`config.mk`:
```
export PLATFORM = sky130hd
export DESIGN_NAME = bgr_colour
export DESIGN_NICKNAME = d
export VERILOG_FILES = /design/src/rtl/bgr_pkg.sv /design/src/rtl/bgr_colour.sv
export SDC_FILE = /design/constraint.sdc
export NUM_CORES = 1
export LEC_CHECK = 0
export ABC_AREA = 1
export BUFFER_PORTS_ARGS = -buffer_cell sky130_fd_sc_hd__buf_2
export CAP_MARGIN = 30
export CORE_MARGIN = 4
export CORE_UTILIZATION = 45
export DETAILED_ROUTE_END_ITERATION = 8
export GPL_ROUTABILITY_DRIVEN = 0
export PLACE_DENSITY = 0.67
export SYNTH_ARGS = -nofsm -noshare
export SYNTH_HDL_FRONTEND = slang
export SYNTH_SLANG_ARGS = --single-unit
```
`constraint.sdc`:
```
create_clock -name clk -period 1.3 [get_ports clk]
set_input_delay 0 -clock clk [delete_from_list [all_inputs] [get_ports clk]]
set_output_delay 0 -clock clk [all_outputs]
set_load 0.1 [all_outputs]
```
`src/rtl/bgr_pkg.sv`:
```
// Shared types, codes and lookup functions for the tile background renderer.
`timescale 1ns / 1ps

package bgr_pkg;

	localparam int ATTR_BYTES      = 64;
	localparam int ATTR_AW         = 6;
	localparam int PALETTE_ENTRIES = 32;
	localparam int PALETTE_AW      = 5;
	localparam int COLOUR_W        = 6;
	localparam int RGB_W           = 24;

	typedef enum logic [2:0] {
		CMD_RENDER  = 3'd0,
		CMD_TILE    = 3'd1,
		CMD_ATTR    = 3'd2,
		CMD_PATTERN = 3'd3,
		CMD_PALETTE = 3'd4
	} cmd_t;

	typedef enum logic [1:0] {
		CFG_ENABLE  = 2'd0,
		CFG_HSCROLL = 2'd1,
		CFG_VSCROLL = 2'd2
	} cfg_idx_t;

	typedef struct packed {
		logic        valid;
		cmd_t        cmd;
		logic [11:0] addr;
		logic [7:0]  data;
	} item_t;

	// Reduce v modulo m by conditional subtraction of m*8, m*4, m*2, m; needs v < 16*m.
	function automatic logic [12:0] wrap_mod(input logic [12:0] v, input logic [12:0] m);
		logic [12:0] r;
		logic [12:0] step;
		r = v;
		for (int k = 3; k >= 0; k--) begin
			step = m << k;
			if (r >= step) begin
				r = r - step;
			end
		end
		return r;
	endfunction

	function automatic logic [RGB_W-1:0] master_rgb(input logic [COLOUR_W-1:0] idx);
		case (idx)
			6'd0:  return 24'h545454;
			6'd1:  return 24'h001E74;
			6'd2:  return 24'h081090;
			6'd3:  return 24'h300088;
			6'd4:  return 24'h440064;
			6'd5:  return 24'h5C0030;
			6'd6:  return 24'h540400;
			6'd7:  return 24'h3C1800;
			6'd8:  return 24'h202A00;
			6'd9:  return 24'h083A00;
			6'd10: return 24'h004000;
			6'd11: return 24'h003C00;
			6'd12: return 24'h00323C;
			6'd13: return 24'h000000;
			6'd14: return 24'h000000;
			6'd15: return 24'h000000;
			6'd16: return 24'h989698;
			6'd17: return 24'h084CC4;
			6'd18: return 24'h3032EC;
			6'd19: return 24'h5C1EE4;
			6'd20: return 24'h8800B0;
			6'd21: return 24'hA00060;
			6'd22: return 24'h981A20;
			6'd23: return 24'h783C00;
			6'd24: return 24'h545A00;
			6'd25: return 24'h207200;
			6'd26: return 24'h007C00;
			6'd27: return 24'h007628;
			6'd28: return 24'h006678;
			6'd29: return 24'h000000;
			6'd30: return 24'h000000;
			6'd31: return 24'h000000;
			6'd32: return 24'hECEEEC;
			6'd33: return 24'h4C9AEC;
			6'd34: return 24'h787CEC;
			6'd35: return 24'hB062EC;
			6'd36: return 24'hE400DC;
			6'd37: return 24'hEC0078;
			6'd38: return 24'hEC3C30;
			6'd39: return 24'hCC6C00;
			6'd40: return 24'h8C9000;
			6'd41: return 24'h48A800;
			6'd42: return 24'h10B800;
			6'd43: return 24'h00B260;
			6'd44: return 24'h00A2C4;
			6'd45: return 24'h4C4C4C;
			6'd46: return 24'h000000;
			6'd47: return 24'h000000;
			6'd48: return 24'hECEEEC;
			6'd49: return 24'hA8CCEC;
			6'd50: return 24'hBCBCEC;
			6'd51: return 24'hD4B2EC;
			6'd52: return 24'hECAEEC;
			6'd53: return 24'hECAED4;
			6'd54: return 24'hECB4B0;
			6'd55: return 24'hE4C490;
			6'd56: return 24'hCCD278;
			6'd57: return 24'hB4DE78;
			6'd58: return 24'hA8E290;
			6'd59: return 24'h98E2B4;
			6'd60: return 24'hA0D6E4;
			6'd61: return 24'hA0A2A0;
			6'd62: return 24'h000000;
			6'd63: return 24'h000000;
			default: return 24'h000000;
		endcase
	endfunction

endpackage

```
`src/rtl/bgr_colour.sv`:
```
// Output stage: master colour lookup, enable masking and output register.
`timescale 1ns / 1ps

module bgr_colour (
	input  logic                             clk,
	input  logic                             arst_n,
	input  logic                             adv,
	input  logic                             enable,
	input  bgr_pkg::item_t                   item_s5,
	input  logic                             opaque_s5,
	input  logic [bgr_pkg::COLOUR_W-1:0]     colour_rd,
	output logic                             out_valid,
	output logic [bgr_pkg::RGB_W-1:0]        rgb_color,
	output logic                             is_opaque,
	output logic                             pixel_written
);

	import bgr_pkg::*;

	logic             out_valid_q;
	logic [RGB_W-1:0] rgb_q;
	logic             opaque_q;
	logic             written_q;

	always_ff @(posedge clk or negedge arst_n) begin
		if (!arst_n) begin
			out_valid_q <= 1'b0;
		end else if (adv) begin
			out_valid_q <= item_s5.valid && (item_s5.cmd == CMD_RENDER);
			rgb_q       <= enable ? master_rgb(colour_rd) : '0;
			opaque_q    <= enable && opaque_s5;
			written_q   <= enable;
		end
	end

	assign out_valid     = out_valid_q;
	assign rgb_color     = rgb_q;
	assign is_opaque     = opaque_q;
	assign pixel_written = written_q;

endmodule

```
-- After elaboration in Yosys (flattened, before gate mapping)
Memories as Yosys holds them, arrays and structs flattened. A register that Yosys moved wholly into a read port is not among the register bits.
Cells that the tools add are included.
Widths: inputs -> output; s select.
- memories kept: 1
- output and inout port bits: 27
- register bits after elaboration: 27
- bits in read-only memories: 1216
- word-level logic and storage cells: 10
- input bits: 35
- memory list (name ; words ; bits a word ; rd ports ; clocked after Yosys merged registers in ; write ports ; RTL line ; RTL):
    (no name shown) ; 64 ; 19 ; 1 ; 1 ; 0 ; bgr_pkg.sv:49 ; case (idx)
- reduce and logical (&&, ||, !) cells: 5
- operator list (kind ; number):
    $logic_not 3->1 ; 1
    $logic_and 1x1->1 ; 2
    $reduce_and 2->1 ; 1
    $logic_not 1->1 ; 1

-- Longest topological paths before layout
Gate-level depths: netlist of the first run.
- depth in word-level cells: 2
- depth in mapped cells: 11
- depth with buffers taken out: 11

-- Worst setup path before layout of the first run
Ideal clock, no wire load.
- kind: reg2reg
- start point: register out_valid (netlist name)
- end point: register out_valid_q, in the netlist out_valid
- required time: 1.217 ns
- clock period less this slack: 1.196 ns
- stages on the path, launching flop included: 3
- setup time: 0.083 ns
- path slack: 0.104 ns
- data arrival time: 1.113 ns
- buffers on the path: 0
- cell sequence: dfrtp_1 -> inv_1 -> o21ai_0
- RTL lines (item ; RTL line ; RTL):
    end signal: assignment ; bgr_colour.sv:29 ; out_valid_q <= item_s5.valid && (item_s5.cmd == CMD_RENDER);
    end: declaration ; bgr_colour.sv:20 ; logic out_valid_q;

==> results of run 1 <==
==> metal layers <==
metal | vias to the layer above | global-route usage, %
li1 | 1280 | -
met1 | 1173 | 30.63
met2 | 248 | 39.05
met3 | 62 | 7.596
met4 | 0 | 13.23
met5 | - | 0
==> state kept, by name, indices dropped and copies added, names as in the netlist <==
register	cells
rgb_color	19
is_opaque	1
out_valid	1
pixel_written	1
==> cell usage in the layout, fill, tap and decap left out, drive strengths merged <==
cell,n
nor3,2
edfxtp,21
nor2,37
conb,5
inv,26
clkbuf,4
dlygate4sd3,3
nand3,50
ha,12
nand4,3
dfrtp,1
a21oi,28
buf,77
o21ai,20
o22ai,1
and3,1
o211ai,4
nand2,123
==> final cells by class <==
type | instances | area, µm² | area share [%]
tap | 67 | 83.83 | 2.987
clock buffer | 4 | 55.05 | 1.962
sequential | 22 | 655.6 | 23.36
multi-input combinational | 286 | 1356 | 48.33
timing repair buffer | 80 | 555.5 | 19.79
inverter | 26 | 100.1 | 3.567
==> path summary, 6_finish.rpt <==
check	cells after the start	start	slack (ns)	end
min	3	opaque_s5	0.0002	is_opaque$_DFFE_PP_
min reg2reg	3	out_valid$_DFFE_PN0P_	1.10	out_valid$_DFFE_PN0P_
max	5	adv	0.08	out_valid$_DFFE_PN0P_
max reg2reg	3	out_valid$_DFFE_PN0P_	0.13	out_valid$_DFFE_PN0P_
min in group asynchronous	2	arst_n	0.04	out_valid$_DFFE_PN0P_
max in group asynchronous	2	arst_n	1.17	out_valid$_DFFE_PN0P_
==> critical path, stage by stage <==
cell and delay (ns):
sky130_fd_sc_hd__dlygate4sd3_1 0.53, sky130_fd_sc_hd__buf_2 0.13, sky130_fd_sc_hd__nand3_1 0.07, sky130_fd_sc_hd__o21ai_0 0.07, sky130_fd_sc_hd__dlygate4sd3_1 0.56
==> report_power, final <==
part / internal, mW / total (mW) / switching, mW
clock network: 0.269 / 0.479 / 0.210
registers: 0.835 / 0.844 / 0.00940
logic: 0.290 / 1.16 / 0.867
==> kinds of logic (layout without fill, tap and decap cells) <==
logic type      after synthesis  count (layout)
other cells                   1               5
fa+ha+maj                    12              12
compound gates               53              53
simple gates                216             216
flops                        22              22
buf+inv                      49             110
==> what timing repair did <==
| action | in CTS | in global routing |
|---|---|---|
| hold endpoints to repair | 2 | 0 |
| hold buffers | 3 | 0 |
| setup endpoints to repair | 0 | 1 |
==> impl_summary.md, run 1 <==
Synth
The share of synthesized area occupied by flip-flops and latches is 28.98%. The most frequently used cell type in the post-synthesis netlist is sky130_fd_sc_hd__nand2_1. The synthesized design contains 22 register bits. The combinational family with the most area after synthesis is simple AND/OR/NAND/NOR gates.

Synthesis produced a netlist whose cell count is 353. The synthesized design contains 21 enable-type register cells. The post-synthesis adder-cell area fraction is 6.637%. For this run, the leading register cell type out of synthesis is sky130_fd_sc_hd__edfxtp_1. After Yosys synthesis, and, or, nand and nor cells account for 40.27% of the synthesized area. Yosys attributes the largest share of cell area to sky130_fd_sc_hd__edfxtp_1 (28%), sky130_fd_sc_hd__nand2_1 (20%), sky130_fd_sc_hd__nand3_1 (11%), sky130_fd_sc_hd__ha_1 (6.6%), sky130_fd_sc_hd__a21oi_1 (6.2%). During synthesis, Yosys emitted a total of 0 warnings. The cell type with the largest total area after synthesis is sky130_fd_sc_hd__edfxtp_1. The mapped netlist covers 0.002262 mm². The share of the synthesized area in compound gates (AO/OA/AOI/OAI) is between 10 and 15%. Synthesis instantiated 25 different standard cells from the library.

The fraction of post-synthesis cell area in the top cell type by area is 27.88%. The post-synthesis async set-or-reset flop share is 4.545%. Averaged over all synthesized cells, the footprint is between 6 and 7 µm². The post-synthesis share of cell area spent on xor and xnor gates is 0%. Sorting the synthesized cells by how often they occur yields sky130_fd_sc_hd__nand2_1 (118), sky130_fd_sc_hd__nand3_1 (49), sky130_fd_sc_hd__nor2_1 (36).

The share of cell area taken by muxes after synthesis is 0%.

Global route
In the global route stage, overall resource usage came out at 24.90%. The overall overflow remaining after global route is 0. The via count of the first global-routing pass is 2619. The first global-routing pass estimated 12410 µm of wire. The initial antenna violation count is 0. Entering global routing, the biggest net connects 22 pins.

Finish
The final cell count without fillers is 485. Cells with a size suffix above 1 make up between 20% and 30% of the layout. The final antenna diode count is 0. The final layout contains about 470 nets.

After filler insertion, the fill cell instance count of the layout stands at 495. Cells fill between 50% and 60% of the core in the end. The design area is 0.002806 mm². From synthesis to final layout, the design area changed by 24.06%.

Timing
The number of pins with negative max-slew slack in the final report is 0. The time the worst path needs with I/O delays and setup is 1.225 ns. Setup slack closes at 0.07549 ns. Setup total negative slack on the finished layout was measured at 0 ns. Hold timing on the final database bottoms out at a slack of around 0.00021 ns. The worst setup skew after layout is 0 ns.

Setup repair after global routing could not meet its margin everywhere. Based on the critical path, the design can be clocked at up to 816.7 MHz. Setup violations remaining at the end of the flow were counted as 0.

The post-route clock period utilization is between 90% and 100%. The count of endpoints failing hold in the final timing report was 0.

Clock network
The number of sinks handled by clock tree synthesis is 22. TritonCTS built the clock tree. The number of gates resized after CTS was 0. TritonCTS created 3 clock buffers. The clock passes through at most 2 buffers. The buffer count from post-CTS setup fixing is 0. The clock-pin slew of the registers on the worst-case setup and hold paths is 0.08 ns. The CTS H-tree depth is 1. The clock latency on the worst-skew pair is 0.26 ns. Clock tree synthesis selected as its root buffer the cell sky130_fd_sc_hd__clkbuf_8.

Detailed routing
The aggregate routed wire length is about 7500 µm. The routed design uses between 1000 and 1500 µm of met3 wire. For this block, the initial DRC count from the detailed router was 506. In this run the remaining antenna-violating nets after routing total 0.

After detailed routing, the average wire length per cell comes to around 15 µm. For this run, the detailed router's first-pass iteration total came to 8. The number of vias in the routed layout is 2763. The routed design uses 3074 µm of met2 wire. In the routed design, unresolved DRC markers number 0. The routed length on met1 is 2887 µm. The detailed router used layers up to and including met4. After detailed routing, the number of vias per cell comes to about 5.7.

Worst setup path
For the worst setup path, the data required time is 1.44 ns. The type of the worst setup path is in -> reg. At the worst endpoint, the arrival time is 1.37 ns. The endpoint class of the critical path is a register.

The critical path startpoint category is an input port. The peak fanout along the critical path is 3.

Place
The half-perimeter wire length after detailed placement is about 5700 µm. The setup slack after placement is -0.1496 ns. Buffers placed on the I/O ports in this run total 36. The cell count after placement is 478. After detailed placement, the total cell area comes to 0.002721 mm².

Outcome
The flow ran to the end, and the final reports show no timing, DRC or antenna violations.

Floorplan
For this configuration, the core starts out at a cell density of 47.27%. The I/O pin count is between 60 and 70. The number of placement rows is 25. The core outline area is 0.004786 mm². The die footprint is between 0.006 and 0.007 mm².

The die boundary width is 78.90 µm. The die height is ~79 µm.

Pwr
Summed over all cells, the static leakage comes to 1.414 nW. IR analysis of the VDD net gives a maximum drop of between 0.4 and 0.5 mV. The total power per unit cell area is 883.8 mW/mm². The total power consumption of the routed design is between 2 and 2.5 mW.

Job
The number of max-capacitance violations reported is 0.

Hold path
In this run the worst hold path is classified as in -> reg.
No activity file was read; power rests on OpenSTA's default activity.
==> inputs of run 2 (changes only) <==
--- a/config.mk
+++ b/config.mk
@@ -9,10 +9,10 @@
 export BUFFER_PORTS_ARGS = -buffer_cell sky130_fd_sc_hd__buf_2
 export CAP_MARGIN = 30
 export CORE_MARGIN = 4
-export CORE_UTILIZATION = 45
+export CORE_UTILIZATION = 57
 export DETAILED_ROUTE_END_ITERATION = 8
 export GPL_ROUTABILITY_DRIVEN = 0
-export PLACE_DENSITY = 0.67
+export PLACE_DENSITY = 0.83
 export SYNTH_ARGS = -nofsm -noshare
 export SYNTH_HDL_FRONTEND = slang
 export SYNTH_SLANG_ARGS = --single-unit
==> impl_summary.md, run 2 (synthesis results as in run 1) <==
Finish
The area growth from synthesis to layout is 24.67%. The count of filler cells inserted in the layout is 289 (-42%). The flip-flop count of the largest register, all copies and words added is 19 (unchanged). The design area is 0.002820 mm² (+0.49%). Leaving out fill and tap cells, the most frequent cell in the layout is sky130_fd_sc_hd__nand2_1. The net total in the final layout is 469 (+0.64%). The final antenna diode count was 0 (unchanged). The fraction of final layout cells sized beyond drive strength 1 was 23.04% (+1.0 points). In the layout the commonest cells are sky130_fd_sc_hd__nand2_1 (118), sky130_fd_sc_hd__nand3_1 (49), sky130_fd_sc_hd__buf_4 (40).

Floorplan
The die height is 71.00 µm (-10%). The I/O pin count is 62 (unchanged). The number of placement rows is 22 (-12%). The die footprint came to 0.005040 mm² (-19%).

The die boundary width was 71.00 µm (-10%). The core outline area is 0.003744 mm² (-22%). The starting utilization of the core area is 60.43% (+13 points).

Pwr
The net switching power figure is 1.112 mW (+2.4%). The fraction of power consumed by the clock network is 20.1% (+0.8 points). The logic gate share of total power is 46.3% (-0.3 points).

The total power per unit cell area came to 892.6 mW/mm² (+0.99%). The switching share of power is 44.18% (+0.40 points). The internal cell power is 1.405 mW (+0.78%). The total leakage power came to 1.426 nW (+0.88%).

The share of power burned in registers is 33.6% (-0.4 points). The highest ir drop seen on vdd is 0.4224 mV (-10%).

Timing
The setup-violating endpoint count in the final report is 0 (unchanged). The highest attainable clock frequency is 837.9 MHz (+2.6%). The worst setup skew after layout is 0 ns (unchanged). Setup repair after global routing left no endpoint under its margin. The count of endpoints failing hold in the final timing report is 0 (unchanged). The time the worst path needs with I/O delays and setup is 1.194 ns (-0.03098 ns). The final-layout setup total negative slack is 0 ns (unchanged). The post-route clock period utilization is 91.81% (-2.4 points). The number of pins with negative max-slew slack in the final report is 0 (unchanged).

Clock network
The clock latency on the worst-skew pair is 0.27 ns (about the same). The number of buffers on the longest clock path is 2 (unchanged). The buffer count from post-CTS setup fixing was 0 (unchanged).

The TritonCTS clock tree is yes. The root cell of the clock tree is sky130_fd_sc_hd__clkbuf_8. The CTS H-tree depth is 1 (unchanged). The number of sinks handled by clock tree synthesis came to 22 (unchanged). The clock buffer count from CTS came to 3 (unchanged). The clock-pin slew of the registers on the worst-case setup and hold paths is 0.08 ns (about the same).

Place
The number of buffer cells added on primary ports is 36 (unchanged). The area of placed instances is 0.002733 mm² (+0.41%). The half-perimeter wire length after detailed placement came to 5398 µm (-4.7%).

Global route
The global routing usage summed across all routing layers came to 30.00% (+5.1 points). The global-route wire length before repair was 12100 µm (-2.6%). The maximum number of pins on one net before global-route repair is 22 (unchanged). The via count of the first global-routing pass was 2637 (+0.69%). The overall overflow remaining after global route is 0 (unchanged). The initial antenna violation count was 0 (unchanged).

Worst setup path
The peak fanout along the critical path was 7 (+4). The worst setup path is launched from an input port. The required arrival time at the worst endpoint was 1.32 ns (-0.12 ns). The type of the worst setup path is in -> reg. The endpoint class of the critical path is a register. The critical path arrival is 1.21 ns (-0.16 ns).

Detailed routing
The aggregate routed wire length came to 7433 µm (-0.91%). The number of design-rule violations left by the first detailed-router iteration is 499 (-1.4%). The number of vias in the routed layout is 2826 (+2.3%). The remaining antenna violation count after routing is 0 (unchanged). The detailed-route vias per instance is 6.026 (+5.8%). The post-detailed-route DRC marker count was 84 (+84). The number of iterations in the first detailed-routing pass is 9 (+1). The routed wirelength normalized by instance count is 15.85 µm (+2.5%).

Hold path
The path class of the tightest hold or removal check is in -> reg.

Job
The number of max-capacitance violations reported is 0 (unchanged).

Outcome
The flow ran to the end, but the final reports show violations. The checks that failed: design-rule violations.
-- run 2: cell types whose count changed in the layout (fill, tap and decap cells not counted) --
cell	change
sky130_fd_sc_hd__ha_1	-1
sky130_fd_sc_hd__inv_2	+1
sky130_fd_sc_hd__buf_4	+2
sky130_fd_sc_hd__ha_2	+1
sky130_fd_sc_hd__buf_12	+1
sky130_fd_sc_hd__inv_1	-1
-- run 2: worst max-delay path: stages --
cell and delay [ns]:
sky130_fd_sc_hd__buf_2 0.13, sky130_fd_sc_hd__buf_4 0.15, sky130_fd_sc_hd__ha_1 0.28, sky130_fd_sc_hd__nand3_1 0.15
sky130_fd_sc_hd__nand3_1 0.16, sky130_fd_sc_hd__a21oi_1 0.23, sky130_fd_sc_hd__a21oi_1 0.11
-- run 2: timing repair --
item / CTS / global route
resized for setup: 0 / 2
hold buffers: 4 / 0
endpoints found under the setup margin: 0 / 7
endpoints found under the hold margin: 3 / 0
-- run 2: through the flow --
| step | power [mW] | hold WS, ns | setup slack [ns] | utilization, % | instances |
|---|---|---|---|---|---|
| 3_5_place_dp | 1.982 | -0.2164 | -0.2315 | 72.99 | 462 |
| 3_3_place_gp | 1.972 | -0.2183 | -0.2223 | 72.99 | 462 |
| 4_1_cts | 2.484 | 0.01329 | 0.05128 | 75.53 | 470 |
| 2_1_floorplan | 1.709 | -0.2956 | 0.1039 | - | 357 |
| 5_1_grt | 2.637 | 0.009688 | 0.004229 | 75.33 | 469 |
| 6_report | 2.517 | 0.006682 | 0.1065 | 75.33 | 469 |
-- run 2: power by group through the flow --
| stage | clock network [mW] | logic, mW | registers, mW |
|---|---|---|---|
| 5_1_grt | 0.553 | 1.24 | 0.849 |
| 4_1_cts | 0.502 | 1.14 | 0.845 |
| 2_1_floorplan | 0 | 0.489 | 1.22 |
| 3_3_place_gp | 0 | 1.11 | 0.860 |
| 3_5_place_dp | 0 | 1.12 | 0.861 |
| 6_report | 0.506 | 1.17 | 0.845 |
-- run 2: cell type report --
type | instances | area (µm²) | share of cell area [%]
Clock buffer | 4 | 55.05 | 1.952
Inverter | 26 | 100.1 | 3.549
Multi-Input combinational cell | 286 | 1359 | 48.18
Sequential cell | 22 | 655.6 | 23.25
Tap cell | 48 | 60.06 | 2.130
Timing Repair Buffer | 83 | 590.6 | 20.94
-- run 2: routing by layer --
layer / up-vias / wire length [µm] / GRT usage, %
met5: - / 0 / 0
met4: 0 / 459 / 15.24
met3: 65 / 1203 / 9.233
met2: 276 / 3214 / 47.48
met1: 1194 / 2555 / 36.71
li1: 1291 / - / -
-- run 2: final timing paths --
check	startpoint	to	slack (ns)	depth (start not counted)
setup / recovery	colour_rd[1]	rgb_color[19]$_SDFFCE_PN0P_	0.11	7
hold / removal	enable	pixel_written$_DFFE_PP_	0.007	1
setup reg to reg	out_valid$_DFFE_PN0P_	out_valid$_DFFE_PN0P_	0.59	2
hold reg to reg	out_valid$_DFFE_PN0P_	out_valid$_DFFE_PN0P_	0.61	2
max in group asynchronous	arst_n	out_valid$_DFFE_PN0P_	1.15	2
min in group asynchronous	arst_n	out_valid$_DFFE_PN0P_	0.06	2
==> inputs of run 3 (changes only) <==
--- a/config.mk
+++ b/config.mk
@@ -5,14 +5,13 @@
 export SDC_FILE = /design/constraint.sdc
 export NUM_CORES = 1
 export LEC_CHECK = 0
-export ABC_AREA = 1
 export BUFFER_PORTS_ARGS = -buffer_cell sky130_fd_sc_hd__buf_2
 export CAP_MARGIN = 30
 export CORE_MARGIN = 4
-export CORE_UTILIZATION = 57
+export CORE_UTILIZATION = 59
 export DETAILED_ROUTE_END_ITERATION = 8
 export GPL_ROUTABILITY_DRIVEN = 0
-export PLACE_DENSITY = 0.83
+export PLACE_DENSITY = 0.84
 export SYNTH_ARGS = -nofsm -noshare
 export SYNTH_HDL_FRONTEND = slang
 export SYNTH_SLANG_ARGS = --single-unit
==> impl_summary.md, run 3 <==
Global route
The maximum number of pins on one net before global-route repair came to 22 (unchanged). The global routing usage summed across all routing layers is 33.53% (+3.5 points). The global-route wire length before repair came to 14030 µm (+16%).

The initial antenna violation count is 0 (unchanged). The overall overflow remaining after global route is 0 (unchanged). The via count of the first global-routing pass is 2955 (+12%).

Worst setup path
The worst setup path is launched from an input port. The critical path arrival was 1.42 ns (+0.21 ns). The peak fanout along the critical path was 7 (unchanged). STA classifies the critical path endpoint as a register. The required arrival time at the worst endpoint is 1.39 ns (+0.07 ns). The type of the worst setup path is in -> reg.

Clock network
In this run the clock root is driven by a sky130_fd_sc_hd__clkbuf_8. The CTS H-tree depth is 1 (unchanged). TritonCTS built the clock tree. The number of buffers on the longest clock path is 2 (unchanged). The clock-pin slew of the registers on the worst-case setup and hold paths is 0.10 ns (+0.02 ns). The clock latency on the worst-skew pair is 0.27 ns (about the same). The number of sinks handled by clock tree synthesis is 22 (unchanged).

The clock buffer count from CTS was 3 (unchanged).

Finish
The library cell used most frequently in the layout, excluding fill and tap cells, is sky130_fd_sc_hd__buf_4. The flip-flop count of the largest register, all copies and words added is 19 (unchanged). The count of filler cells inserted in the layout is 238 (-18%). In the layout the commonest cells are sky130_fd_sc_hd__buf_4 (73), sky130_fd_sc_hd__buf_2 (34), sky130_fd_sc_hd__a21oi_1 (26). The final antenna diode count was 0 (unchanged). The fraction of final layout cells sized beyond drive strength 1 is 35.81% (+13 points).

The area growth from synthesis to layout is 32.48%. The net total in the final layout is 439 (-6.4%). The end-of-flow core utilization was 81.75% (+6.4 points).

Synth
The number of synthesized flops with an enable pin is 21 (unchanged). The mapped cell area is 0.002504 mm² (+11%). The fraction of post-synthesis cell area in the top cell type by area came to 25.19% (-2.7 points). The mean cell area of the mapped netlist is 8.102 µm² (+26%).

By count the netlist is led by sky130_fd_sc_hd__a21oi_1 (27), sky130_fd_sc_hd__edfxtp_1 (21), sky130_fd_sc_hd__o21ai_0 (21). The share of synthesized area occupied by flip-flops and latches is 26.19% (-2.8 points). The number of warnings reported in the yosys synthesis log is 0 (unchanged). The most frequently used cell type in the post-synthesis netlist is sky130_fd_sc_hd__a21oi_1.

The number of synthesized register bits was 22 (unchanged). For this run, the leading register cell type out of synthesis is sky130_fd_sc_hd__edfxtp_1. The instance count of the mapped netlist was 309 (-12%). The count of unique library cells instantiated by Yosys came to 67 (+170%).

In the post-synthesis netlist, the biggest area contributors are sky130_fd_sc_hd__edfxtp_1 (25%), sky130_fd_sc_hd__ha_1 (6.0%), sky130_fd_sc_hd__a21oi_1 (5.4%), sky130_fd_sc_hd__o21ai_0 (4.2%), sky130_fd_sc_hd__nand2b_1 (3.5%). The largest total area in the synthesized netlist belongs to sky130_fd_sc_hd__edfxtp_1. The post-synthesis async set-or-reset flop share was 4.545% (unchanged).

Floorplan
The die footprint is 0.005349 mm² (+6.1%). The I/O pin count came to 62 (unchanged). The starting utilization of the core area is 61.70% (+1.3 points).

The number of placement rows is 23 (+4.5%). The core outline area was 0.004058 mm² (+8.4%). The die height is 73.14 µm (+3.0%).

The die boundary width came to 73.14 µm (+3.0%).

Place
The number of buffer cells added on primary ports was 36 (unchanged). The half-perimeter wire length after detailed placement is 6559 µm (+22%).

Detailed routing
The routed wirelength normalized by instance count is 20.66 µm (+30%). The number of vias in the routed layout was 3098 (+9.6%). The detailed-route vias per instance is 7.025 (+17%). The number of design-rule violations left by the first detailed-router iteration came to 804 (+61%).

The aggregate routed wire length was 9110 µm (+23%). The remaining antenna violation count after routing is 0 (unchanged). The number of iterations in the first detailed-routing pass is 9 (unchanged). The post-detailed-route DRC marker count came to 19 (-77%).

Timing
The highest attainable clock frequency came to 755.2 MHz (-9.9%). The count of endpoints failing hold in the final timing report is 0 (unchanged). The setup-violating endpoint count in the final report came to 1 (+1).

The smallest setup slack after layout is -0.02416 ns (-0.1306 ns). The time the worst path needs with I/O delays and setup came to 1.324 ns (+0.1306 ns). The post-route clock period utilization is 101.9% (+10 points). Setup repair after global routing left no endpoint under its margin. The final-layout setup total negative slack was -0.02416 ns (-0.02416 ns). The number of pins with negative max-slew slack in the final report is 0 (unchanged).

The worst setup skew after layout came to 0 ns (unchanged).

Hold path
The worst hold path belongs to the class in -> reg.

Pwr
The highest ir drop seen on vdd is 0.4462 mV (+5.6%). The total power per unit cell area came to 826.8 mW/mm² (-7.4%). The total leakage power is 1.374 nW (-3.7%).

Outcome
The final reports fail on design-rule violations, negative setup slack. The run finished, with violations left.

Job
The number of max-capacitance violations reported is 0 (unchanged).
run 3: layer usage:
layer | track usage [%] | part of all wire (%) | up-vias
met5 | 0 | 0 | -
met4 | 17.83 | 6.7 | 0
met3 | 6.474 | 15 | 99
met2 | 54.82 | 44 | 326
met1 | 41.36 | 35 | 1356
li1 | - | - | 1317
run 3: final timing paths:
check / from / end / slack (ns) / cells after the start
worst max-delay path: colour_rd[0] / rgb_color[12]$_SDFFCE_PN0P_ / -0.02 / 7
worst min-delay path: opaque_s5 / is_opaque$_DFFE_PP_ / 0.03 / 2
worst max register to register: out_valid$_DFFE_PN0P_ / out_valid$_DFFE_PN0P_ / 0.53 / 1
worst min register to register: out_valid$_DFFE_PN0P_ / out_valid$_DFFE_PN0P_ / 0.54 / 1
max in group asynchronous: arst_n / out_valid$_DFFE_PN0P_ / 1.14 / 2
min in group asynchronous: arst_n / out_valid$_DFFE_PN0P_ / 0.06 / 2
run 3: kinds of logic after synthesis:
logic type	count (synthesis)	synth area share, %
XOR/XNOR	3	1.050
buffers and inverters	50	10.25
flip-flops	22	26.19
AO/OA/AOI/OAI	122	33.43
multiplexers	7	3.448
other	1	0.1498
AND/OR/NAND/NOR	92	19.49
adder cells (fa/ha/maj)	12	5.997
run 3: cell type report:
class	count	area, µm²	share of cell area [%]
repair buffers	113	805.8	24.29
multi-input cells	241	1687	50.85
clock buffers	4	55.05	1.660
well taps	50	62.56	1.886
flip-flops and latches	22	655.6	19.77
inverters	11	51.30	1.547
run 3: critical path, cell delays in order:
cell and delay (ns):
sky130_fd_sc_hd__buf_4 0.16, sky130_fd_sc_hd__inv_8 0.05, sky130_fd_sc_hd__ha_4 0.27, sky130_fd_sc_hd__or4b_4 0.47, sky130_fd_sc_hd__o211ai_2 0.09, sky130_fd_sc_hd__mux2i_1 0.12
sky130_fd_sc_hd__a211oi_2 0.26
run 3: where the power goes:
| part | switching (mW) | internal, mW |
|---|---|---|
| sequential | 0.0125 | 0.836 |
| combinational | 0.935 | 0.429 |
| clock | 0.259 | 0.271 |
| total | 1.21 | 1.54 |
run 3: stage by stage:
| stage | hold WS (ns) | std cells | instance area (µm²) | setup slack [ns] | total power, mW |
|---|---|---|---|---|---|
| after floorplan | -0.2956 | 313 | 2629 | -0.06715 | 1.815 |
| after detailed placement | -0.2113 | 435 | 3212 | -0.3097 | 2.169 |
| after CTS | 0.01934 | 441 | 3289 | 0.003551 | 2.683 |
| final | 0.03362 | 441 | 3317 | -0.02416 | 2.743 |
| after global placement | -0.2207 | 435 | 3212 | -0.2518 | 2.140 |
| after global routing | 0.05075 | 441 | 3317 | 0.001784 | 2.806 |
run 3: timing repair:
item                       4_1_cts  5_1_grt
resized for setup                1        7
setup endpoints to repair        1        8
hold endpoints to repair         2        0
pin swaps                        0        0
buffers inserted                 0        0
hold buffers                     2        0
